$ cat src/hw/rtl/dual_channel_light_effect_sequencer_core_defines.svh
// Assertion macros for the light effect sequencer core.
// No dependencies; included by the top level.
`ifndef DUAL_CHANNEL_LIGHT_EFFECT_SEQUENCER_CORE_DEFINES_SVH
`define DUAL_CHANNEL_LIGHT_EFFECT_SEQUENCER_CORE_DEFINES_SVH

// Same-cycle implication, disabled while in reset.
`define DCLES_ASSERT_NOW(label, clk, rst_n, ante, cons, msg) \
    label: assert property (@(posedge clk) disable iff (!rst_n) (ante) |-> (cons)) \
        else $error(msg);

// Next-cycle implication, disabled while in reset.
`define DCLES_ASSERT_NEXT(label, clk, rst_n, ante, cons, msg) \
    label: assert property (@(posedge clk) disable iff (!rst_n) (ante) |=> (cons)) \
        else $error(msg);

`endif

$ cat src/hw/rtl/dcles_pkg.sv
// Shared types, constants and the brightness table for the light effect sequencer.
// No dependencies.
package dcles_pkg;

    typedef enum logic [1:0]
    {
        REQ_TICK   = 2'd0,
        REQ_NEXT   = 2'd1,
        REQ_TOGGLE = 2'd2,
        REQ_RANDOM = 2'd3
    } req_t;

    localparam logic [6:0] FX_STEADY    = 7'd0;
    localparam logic [6:0] FX_SYNC_SLOW = 7'd1;
    localparam logic [6:0] FX_ANTI_SLOW = 7'd2;
    localparam logic [6:0] FX_WAVE      = 7'd3;
    localparam logic [6:0] FX_SYNC_FAST = 7'd4;
    localparam logic [6:0] FX_ANTI_FAST = 7'd5;
    localparam logic [6:0] FX_SERIAL    = 7'd6;

    localparam logic [7:0] BRIGHT_MAX    = 8'd15;
    localparam logic [7:0] BRIGHT_MIN    = 8'd230;
    localparam logic [7:0] PERIOD_NORMAL = 8'd100;
    localparam logic [7:0] PERIOD_FAST   = 8'd25;
    localparam logic [7:0] PERIOD_WAVE   = 8'd200;
    localparam logic [7:0] MODE_RESET    = 8'd2;
    localparam logic [7:0] LEVEL_RESET   = 8'd1;
    localparam logic [7:0] LEVEL_TOP     = 8'd15;

    typedef struct packed
    {
        logic [7:0] mode;
        logic [7:0] level;
        logic       down;
        logic       second;
        logic [7:0] period;
    } seq_state_t;

    typedef struct packed
    {
        logic       random_on;
        logic [6:0] effect_now;
        logic [7:0] tick_period;
        logic       level_written;
        logic [7:0] level_b;
        logic [7:0] level_a;
    } seq_result_t;

    function automatic logic [7:0] bright(input logic [3:0] idx);
        logic [7:0] val;
        case (idx)
            4'd0:    val = 8'd15;
            4'd1:    val = 8'd60;
            4'd2:    val = 8'd80;
            4'd3:    val = 8'd100;
            4'd4:    val = 8'd110;
            4'd5:    val = 8'd120;
            4'd6:    val = 8'd130;
            4'd7:    val = 8'd140;
            4'd8:    val = 8'd150;
            4'd9:    val = 8'd160;
            4'd10:   val = 8'd170;
            4'd11:   val = 8'd180;
            4'd12:   val = 8'd190;
            4'd13:   val = 8'd200;
            4'd14:   val = 8'd210;
            default: val = 8'd230;
        endcase
        return val;
    endfunction

endpackage

$ cat src/hw/rtl/dcles_effect.sv
// Combinational event update: mode handling and, on tick and next-effect requests, one effect step.
// Depends on dcles_pkg.
module dcles_effect
(
    input  dcles_pkg::req_t        req_type,
    input  logic [2:0]             random_draw,
    input  dcles_pkg::seq_state_t  cur,
    output dcles_pkg::seq_state_t  nxt,
    output dcles_pkg::seq_result_t res
);

    // Remainder by seven through a reciprocal multiply and one correction.
    function automatic logic [2:0] mod7(input logic [7:0] x);
        logic [15:0] prod;
        logic [5:0]  q;
        logic [7:0]  r;
        prod = {8'd0, x} * 16'd146;
        q    = prod[15:10];
        r    = x - 8'({2'b00, q} * 8'd7);
        if (r >= 8'd7)
        begin
            r = r - 8'd7;
        end
        return r[2:0];
    endfunction

    dcles_pkg::seq_state_t st;
    logic [6:0]  code;
    logic [7:0]  lvl_step;
    logic [7:0]  lvl_ser;
    logic [7:0]  lin;
    logic [7:0]  inv;
    logic        dir_set;
    logic        tick;
    logic [7:0]  a;
    logic [7:0]  b;
    logic        wr;

    assign dir_set  = cur.down | cur.second;
    assign lvl_step = dir_set  ? cur.level - 8'd1 : cur.level + 8'd1;
    assign lvl_ser  = cur.down ? cur.level - 8'd1 : cur.level + 8'd1;
    assign lin      = dcles_pkg::bright(~cur.level[3:0]);
    assign inv      = dcles_pkg::bright(cur.level[3:0]);

    always_comb
    begin
        st   = cur;
        tick = 1'b0;
        a    = 8'd0;
        b    = 8'd0;
        wr   = 1'b0;

        case (req_type)
            dcles_pkg::REQ_TICK:
            begin
                tick = 1'b1;
            end
            dcles_pkg::REQ_NEXT:
            begin
                st.mode = {cur.mode[7], 4'd0, mod7({1'b0, cur.mode[6:0]} + 8'd1)};
                tick    = 1'b1;
            end
            dcles_pkg::REQ_TOGGLE:
            begin
                st.mode[7] = ~cur.mode[7];
                a  = cur.mode[7] ? dcles_pkg::BRIGHT_MIN : dcles_pkg::BRIGHT_MAX;
                b  = cur.mode[7] ? dcles_pkg::BRIGHT_MAX : dcles_pkg::BRIGHT_MIN;
                wr = 1'b1;
            end
            default:
            begin
                if (cur.mode[7])
                begin
                    st.mode = {1'b1, 4'd0, (random_draw == 3'd7) ? 3'd0 : random_draw};
                end
            end
        endcase

        code = st.mode[6:0];
        if (tick)
        begin
            wr = 1'b1;
            unique case (code) inside
                dcles_pkg::FX_STEADY:
                begin
                    a         = dcles_pkg::BRIGHT_MAX;
                    b         = dcles_pkg::BRIGHT_MAX;
                    st.period = dcles_pkg::PERIOD_NORMAL;
                end
                dcles_pkg::FX_SYNC_SLOW, dcles_pkg::FX_SYNC_FAST,
                dcles_pkg::FX_ANTI_SLOW, dcles_pkg::FX_ANTI_FAST:
                begin
                    a = (code == dcles_pkg::FX_SYNC_SLOW || code == dcles_pkg::FX_SYNC_FAST)
                        ? lin : inv;
                    b = lin;
                    st.level = lvl_step;
                    if (lvl_step >= dcles_pkg::LEVEL_TOP)
                    begin
                        st.down   = 1'b1;
                        st.second = 1'b0;
                    end
                    if (lvl_step == 8'd0)
                    begin
                        st.down   = 1'b0;
                        st.second = 1'b0;
                    end
                    st.period = (code == dcles_pkg::FX_SYNC_SLOW ||
                                 code == dcles_pkg::FX_ANTI_SLOW)
                                ? dcles_pkg::PERIOD_NORMAL : dcles_pkg::PERIOD_FAST;
                end
                dcles_pkg::FX_WAVE:
                begin
                    a         = dir_set ? dcles_pkg::BRIGHT_MAX : dcles_pkg::BRIGHT_MIN;
                    b         = dir_set ? dcles_pkg::BRIGHT_MIN : dcles_pkg::BRIGHT_MAX;
                    st.down   = ~dir_set;
                    st.second = 1'b0;
                    st.period = dcles_pkg::PERIOD_WAVE;
                end
                dcles_pkg::FX_SERIAL:
                begin
                    a        = cur.second ? dcles_pkg::BRIGHT_MIN : lin;
                    b        = cur.second ? lin : dcles_pkg::BRIGHT_MIN;
                    st.level = lvl_ser;
                    if (lvl_ser >= dcles_pkg::LEVEL_TOP)
                    begin
                        st.down = 1'b1;
                    end
                    if (lvl_ser == 8'd0)
                    begin
                        st.down   = 1'b0;
                        st.second = ~cur.second;
                    end
                    st.period = dcles_pkg::PERIOD_NORMAL;
                end
                default:
                begin
                    wr = 1'b0;
                end
            endcase
        end
    end

    assign nxt = st;

    always_comb
    begin
        res.level_a       = wr ? a : 8'd0;
        res.level_b       = wr ? b : 8'd0;
        res.level_written = wr;
        res.tick_period   = st.period;
        res.effect_now    = st.mode[6:0];
        res.random_on     = st.mode[7];
    end

endmodule

$ cat src/hw/rtl/dual_channel_light_effect_sequencer_core.sv
// A word accepted on the slave side waits in the event register and then, with its result,
// loads into the result register, from which it is offered on the master side.
// Throughput: one word per cycle without back-pressure; the event register feeds the
// effect logic, whose result and new sequencer state load together into the result register.
// Reset (rst_n low, asynchronous) empties both registers and loads mode 2, ramp level 1,
// direction up, first channel, 100 ms tick; needs dcles_pkg, dcles_effect, defines header.
`include "dual_channel_light_effect_sequencer_core_defines.svh"

module dual_channel_light_effect_sequencer_core
(
    input  logic        clk,
    input  logic        rst_n,
    // Event words.
    input  logic        s_tvalid,
    output logic        s_tready,
    input  logic [7:0]  s_tdata,   // [2:0] random_draw, rest zero
    input  logic [1:0]  s_tuser,   // [1:0] req_type
    // Result words.
    output logic        m_tvalid,
    input  logic        m_tready,
    output logic [39:0] m_tdata,   // [7:0] level_a, [15:8] level_b, [16] level_written,
                                   // [24:17] tick_period, [31:25] effect_now,
                                   // [32] random_on, [39:33] zero
    // Power-on mode register.
    input  logic        cfg_we,
    input  logic [7:0]  cfg_wdata
);

    // Event register.
    logic                   ev_valid_reg;
    dcles_pkg::req_t        ev_type_reg;
    logic [2:0]             ev_draw_reg;

    // Sequencer state and result register.
    dcles_pkg::seq_state_t  state_reg;
    dcles_pkg::seq_state_t  state_next;
    dcles_pkg::seq_result_t res_reg;
    dcles_pkg::seq_result_t res_next;
    logic                   res_valid_reg;

    logic                   advance;
    logic                   accept;

    // Back-pressure on the master side holds one word in each of the two registers.
    // Move the event into the result register whenever that register is free
    // or being drained this cycle.
    assign advance  = ev_valid_reg && (!res_valid_reg || m_tready);
    assign s_tready = !ev_valid_reg || advance;
    assign accept   = s_tvalid && s_tready;

    dcles_effect u_effect
    (
        .req_type    (ev_type_reg),
        .random_draw (ev_draw_reg),
        .cur         (state_reg),
        .nxt         (state_next),
        .res         (res_next)
    );

    always_ff @(posedge clk or negedge rst_n)
    begin
        if (!rst_n)
        begin
            ev_valid_reg <= 1'b0;
        end
        else if (accept)
        begin
            ev_valid_reg <= 1'b1;
        end
        else if (advance)
        begin
            ev_valid_reg <= 1'b0;
        end
    end

    // Payload of the event register needs no reset.
    always_ff @(posedge clk)
    begin
        if (accept)
        begin
            ev_type_reg <= dcles_pkg::req_t'(s_tuser);
            ev_draw_reg <= s_tdata[2:0];
        end
    end

    // Config writes reload the mode byte at once; send them only while idle (not enforced).
    always_ff @(posedge clk or negedge rst_n)
    begin
        if (!rst_n)
        begin
            state_reg.mode   <= dcles_pkg::MODE_RESET;
            state_reg.level  <= dcles_pkg::LEVEL_RESET;
            state_reg.down   <= 1'b0;
            state_reg.second <= 1'b0;
            state_reg.period <= dcles_pkg::PERIOD_NORMAL;
        end
        else if (cfg_we)
        begin
            state_reg.mode <= cfg_wdata;
        end
        else if (advance)
        begin
            state_reg <= state_next;
        end
    end

    always_ff @(posedge clk or negedge rst_n)
    begin
        if (!rst_n)
        begin
            res_valid_reg <= 1'b0;
        end
        else if (advance)
        begin
            res_valid_reg <= 1'b1;
        end
        else if (m_tready)
        begin
            res_valid_reg <= 1'b0;
        end
    end

    always_ff @(posedge clk)
    begin
        if (advance)
        begin
            res_reg <= res_next;
        end
    end

    assign m_tvalid = res_valid_reg;
    assign m_tdata  = {7'd0, res_reg};

    // Levels are zero on any word that did not write them.
    `DCLES_ASSERT_NOW(a_unwritten_zero, clk, rst_n,
        res_valid_reg && !res_reg.level_written,
        res_reg.level_a == 8'd0 && res_reg.level_b == 8'd0,
        "levels not zero on an unwritten word")

    // The tick period only ever takes one of the three effect rates.
    `DCLES_ASSERT_NOW(a_period_legal, clk, rst_n, 1'b1,
        state_reg.period == dcles_pkg::PERIOD_NORMAL ||
        state_reg.period == dcles_pkg::PERIOD_FAST ||
        state_reg.period == dcles_pkg::PERIOD_WAVE,
        "tick period out of range")

    // An event moved forward always shows up as a result word.
    `DCLES_ASSERT_NEXT(a_advance_result, clk, rst_n, advance,
        res_valid_reg, "advanced event produced no result word")

    // A random change with random mode off leaves the mode byte alone.
    `DCLES_ASSERT_NEXT(a_random_off_hold, clk, rst_n,
        advance && !cfg_we && ev_type_reg == dcles_pkg::REQ_RANDOM && !state_reg.mode[7],
        $stable(state_reg.mode), "mode changed by random event while random mode off")

endmodule
$ cat config.mk
export PLATFORM = sky130hd
export DESIGN_NAME = dual_channel_light_effect_sequencer_core
export DESIGN_NICKNAME = d
export VERILOG_FILES = /design/src/hw/rtl/dcles_pkg.sv /design/src/hw/rtl/dcles_effect.sv /design/src/hw/rtl/dual_channel_light_effect_sequencer_core.sv
export VERILOG_INCLUDE_DIRS = /design/src /design/src/hw/rtl
export SDC_FILE = /design/constraint.sdc
export NUM_CORES = 1
export LEC_CHECK = 0
export BUFFER_PORTS_ARGS = -buffer_cell sky130_fd_sc_hd__buf_2
export CORE_MARGIN = 2
export CORE_UTILIZATION = 61
export DETAILED_ROUTE_END_ITERATION = 6
export PLACE_DENSITY = 0.82
export SLEW_MARGIN = 40
export SYNTH_ARGS = -nofsm -noshare
export SYNTH_HDL_FRONTEND = slang
export SYNTH_HIERARCHICAL = 1
export SYNTH_SLANG_ARGS = --single-unit
$ cat constraint.sdc
create_clock -name clk -period 9 [get_ports clk]
set_input_delay 1.35 -clock clk [delete_from_list [all_inputs] [get_ports clk]]
set_output_delay 1.35 -clock clk [all_outputs]
set_load 0.02 [all_outputs]
==> metrics.csv <==
stage,metric,value,unit
worst_setup_path,required,9.24,ns
worst_setup_path,max_stage_delay,0.57,ns
outcome,outcome,"complete, no violations",
yosys,synthTopCellsByArea,"edfxtp_1 18%, dfrtp_1 9.0%, ha_1 8.6%",
die,pin_count,65,
timing,setup_viol,0,
finish,syn_to_final_growth,9.43,%
yosys,ys_seq_elements,66,
clock_tree,cts-buffers-inserted,9,
yosys,synth_top_cell_by_area,edfxtp_1,
clock_tree,clk_latency,0.35,ns
global_route,antenna_found_initial,0,
finish,drive_gt1_share,21.8,%
timing,finalSetupTns,0,ns
die,fp.dieArea,11300,sq um
finish,fin_util,68.1,%
worst_setup_path,slowest_stage,dfstp_2,
detailed_routing,vias,5633,
finish,most-common-layout-cells,"56 x nor2_1, 52 x buf_2, 48 x nand2_1, 43 x ha_1, 41 x o21ai_0",
placement,place.gp.congestion,0.962,
detailed_routing,ant_nets,0,
yosys,ys_async_sr_fraction,42.4,%
timing,period_share,96.7,%
yosys,yosysSeqAreaShare,29.0,%
worst_setup_path,crit_path_start_kind,flip-flop,
detailed_routing,drc,0,
timing,drv_slew,0,
worst_setup_path,worst_path_dominant_cell_family,adder cells,
worst_setup_path,crit_path_end_kind,flip-flop,
yosys,ys_types,87,
worst_setup_path,critPathBufInv,3,
yosys,syn_area,6370,sq um
finish,diodes,0,
yosys,synth-main-ff-cell,edfxtp_1,
yosys,yosys.area.top_type_share,17.9,%
detailed_routing,firstDrtPassIters,5,
worst_setup_path,crit_top_cell,ha_1,
detailed_routing,viasPerCell,6.33,
flow_run,cap_violations,0,
finish,num-fill-cells,762,
global_route,grt_max_degree,36,
timing,worst_pin_slew,1.02,ns
die,start_util,62.2,%
detailed_routing,drt-total-wl,15700,microns
clock_tree,tritoncts,yes,
timing,period_minus_slack,8.70,ns
clock_tree,clk_pin_slew,0.07,ns
die,rows,37,
worst_setup_path,cp.arrival,8.94,ns
clock_tree,cts-root-buf,clkbuf_8,
timing,slew_headroom,31.2,%
timing,skew,0.00689,ns
finish,largest_reg_flops,33,
global_route,grt_pass1_vias,5255,
detailed_routing,drtIter0Drc,646,
clock_tree,cts_sinks,66,
placement,io_buffer_count,52,
die,core_region_area,10200,sq um
clock_tree,cts_max_level,3,
die,die_h,106,microns
yosys,synth_edf_count,38,
worst_setup_path,cp_max_fo,30,
global_route,overflow,0,
worst_hold_path,hold_class,flip-flop to flip-flop,
worst_setup_path,critPathKind,flip-flop to flip-flop,
yosys,syn_inst,724,
finish,layout_commonest_cell,nor2_1,
global_route,gr-usage-all-layers,27.9,%
yosys,yosys_warnings,6,
die,die_x,106,microns
finish,nNetsFinal,820,
detailed_routing,drt-wirelength-per-cell,17.6,microns
yosys,syn_avg_cell_area,8.80,sq um
clock_tree,cts_buffer_depth,2,
timing,report.final.hold_viol_count,0,
placement,hpwlAfterDp,11400,microns
timing,maxClockFrequency,0.115,GHz
global_route,grt_pass1_wl,25300,microns
## per-layer routing
metal | vias up | GRT usage, % | part of all wire, %
met4 | 0 | 6.20 | 1.5
met5 | - | 0 | 0
met3 | 29 | 4.97 | 9.7
li1 | 2639 | - | -
met1 | 2679 | 39.8 | 43
met2 | 286 | 44.5 | 46
## worst register-to-register path: cells and delay by family (launching register included)
kind	cells	cell delay, ns
compound gates	10	1.82
simple gates	11	2.30
buf+inv	3	0.31
mux	1	0.25
fa+ha+maj	8	2.57
xor+xnor	4	0.80
flops	1	0.57
## worst paths after layout
kind                            slack (ns)           from             to  depth (start not counted)
min in group asynchronous             1.04          rst_n  state_reg[20]                          1
worst min register to register        0.52   state_reg[1]   state_reg[1]                          1
worst max register to register        0.30  state_reg[19]  state_reg[11]                         37
worst min-delay path                  0.52   state_reg[1]   state_reg[1]                          1
worst max-delay path                  0.30  state_reg[19]  state_reg[11]                         37
max in group asynchronous             7.45          rst_n  state_reg[13]                          1
## synth_stat cells, drive strengths merged, types with 3 or more instances
master / n
and2: 9
nor2: 62
a21oi: 43
o31ai: 4
o2111ai: 3
nor3: 18
xor2: 22
xnor2: 26
edfxtp: 38
xnor3: 3
dfstp: 5
or3: 5
a22oi: 9
o211ai: 6
buf: 42
nand4: 4
o221ai: 3
nand2: 49
o21a: 4
or2: 4
o21ai: 45
a211oi: 6
a21o: 11
ha: 44
clkbuf: 24
nand3: 26
a311oi: 3
fa: 4
nor4: 5
nand2b: 10
mux2: 22
mux2i: 3
nand3b: 3
o22ai: 3
inv: 38
o32ai: 4
dfrtp: 23
nor2b: 20
and3: 11
a31oi: 28
## area by class of cell
cell class | instances | area (sq um) | share of cell area (%)
Sequential cell | 66 | 1850 | 26.5
Timing Repair Buffer | 74 | 442 | 6.34
Multi-Input combinational cell | 560 | 4150 | 59.5
Clock inverter | 6 | 90.1 | 1.29
Inverter | 38 | 145 | 2.08
Clock buffer | 10 | 128 | 1.83
Tap cell | 136 | 170 | 2.44
## repair_timing
| item | CTS | global route |
|---|---|---|
| endpoints found under the setup margin | 18 | 41 |
| pin swaps | 0 | 5 |
| hold buffers | 0 | 0 |
| resized for setup | 2 | 25 |
| setup buffers | 0 | 10 |
## per-stage QoR
stage | area (sq um) | setup slack [ns] | std cells | hold WS [ns]
floorplan | 6390 | 0.864 | 730 | 0.474
global placement | 6530 | 0.236 | 864 | 0.492
detailed placement | 6530 | -0.122 | 864 | 0.494
CTS | 6760 | 0.0196 | 880 | 0.517
global route | 6970 | -0.135 | 890 | 0.536
finish | 6970 | 0.301 | 890 | 0.518
## cells by family (layout without fill, tap and decap cells)
| family | after synthesis | after routing | share of synthesized area (%) |
|---|---|---|---|
| compound gates | 192 | 192 | 19.9 |
| simple gates | 233 | 233 | 18.5 |
| buf+inv | 104 | 128 | 8.64 |
| mux | 26 | 26 | 5.50 |
| other cells | 1 | 7 | 0.0589 |
| fa+ha+maj | 50 | 50 | 10.2 |
| flops | 66 | 66 | 29.0 |
| xor+xnor | 52 | 52 | 8.15 |
Power is not shown: default switching activity piles up to over one toggle a cycle in this logic, so the estimate is an artifact.
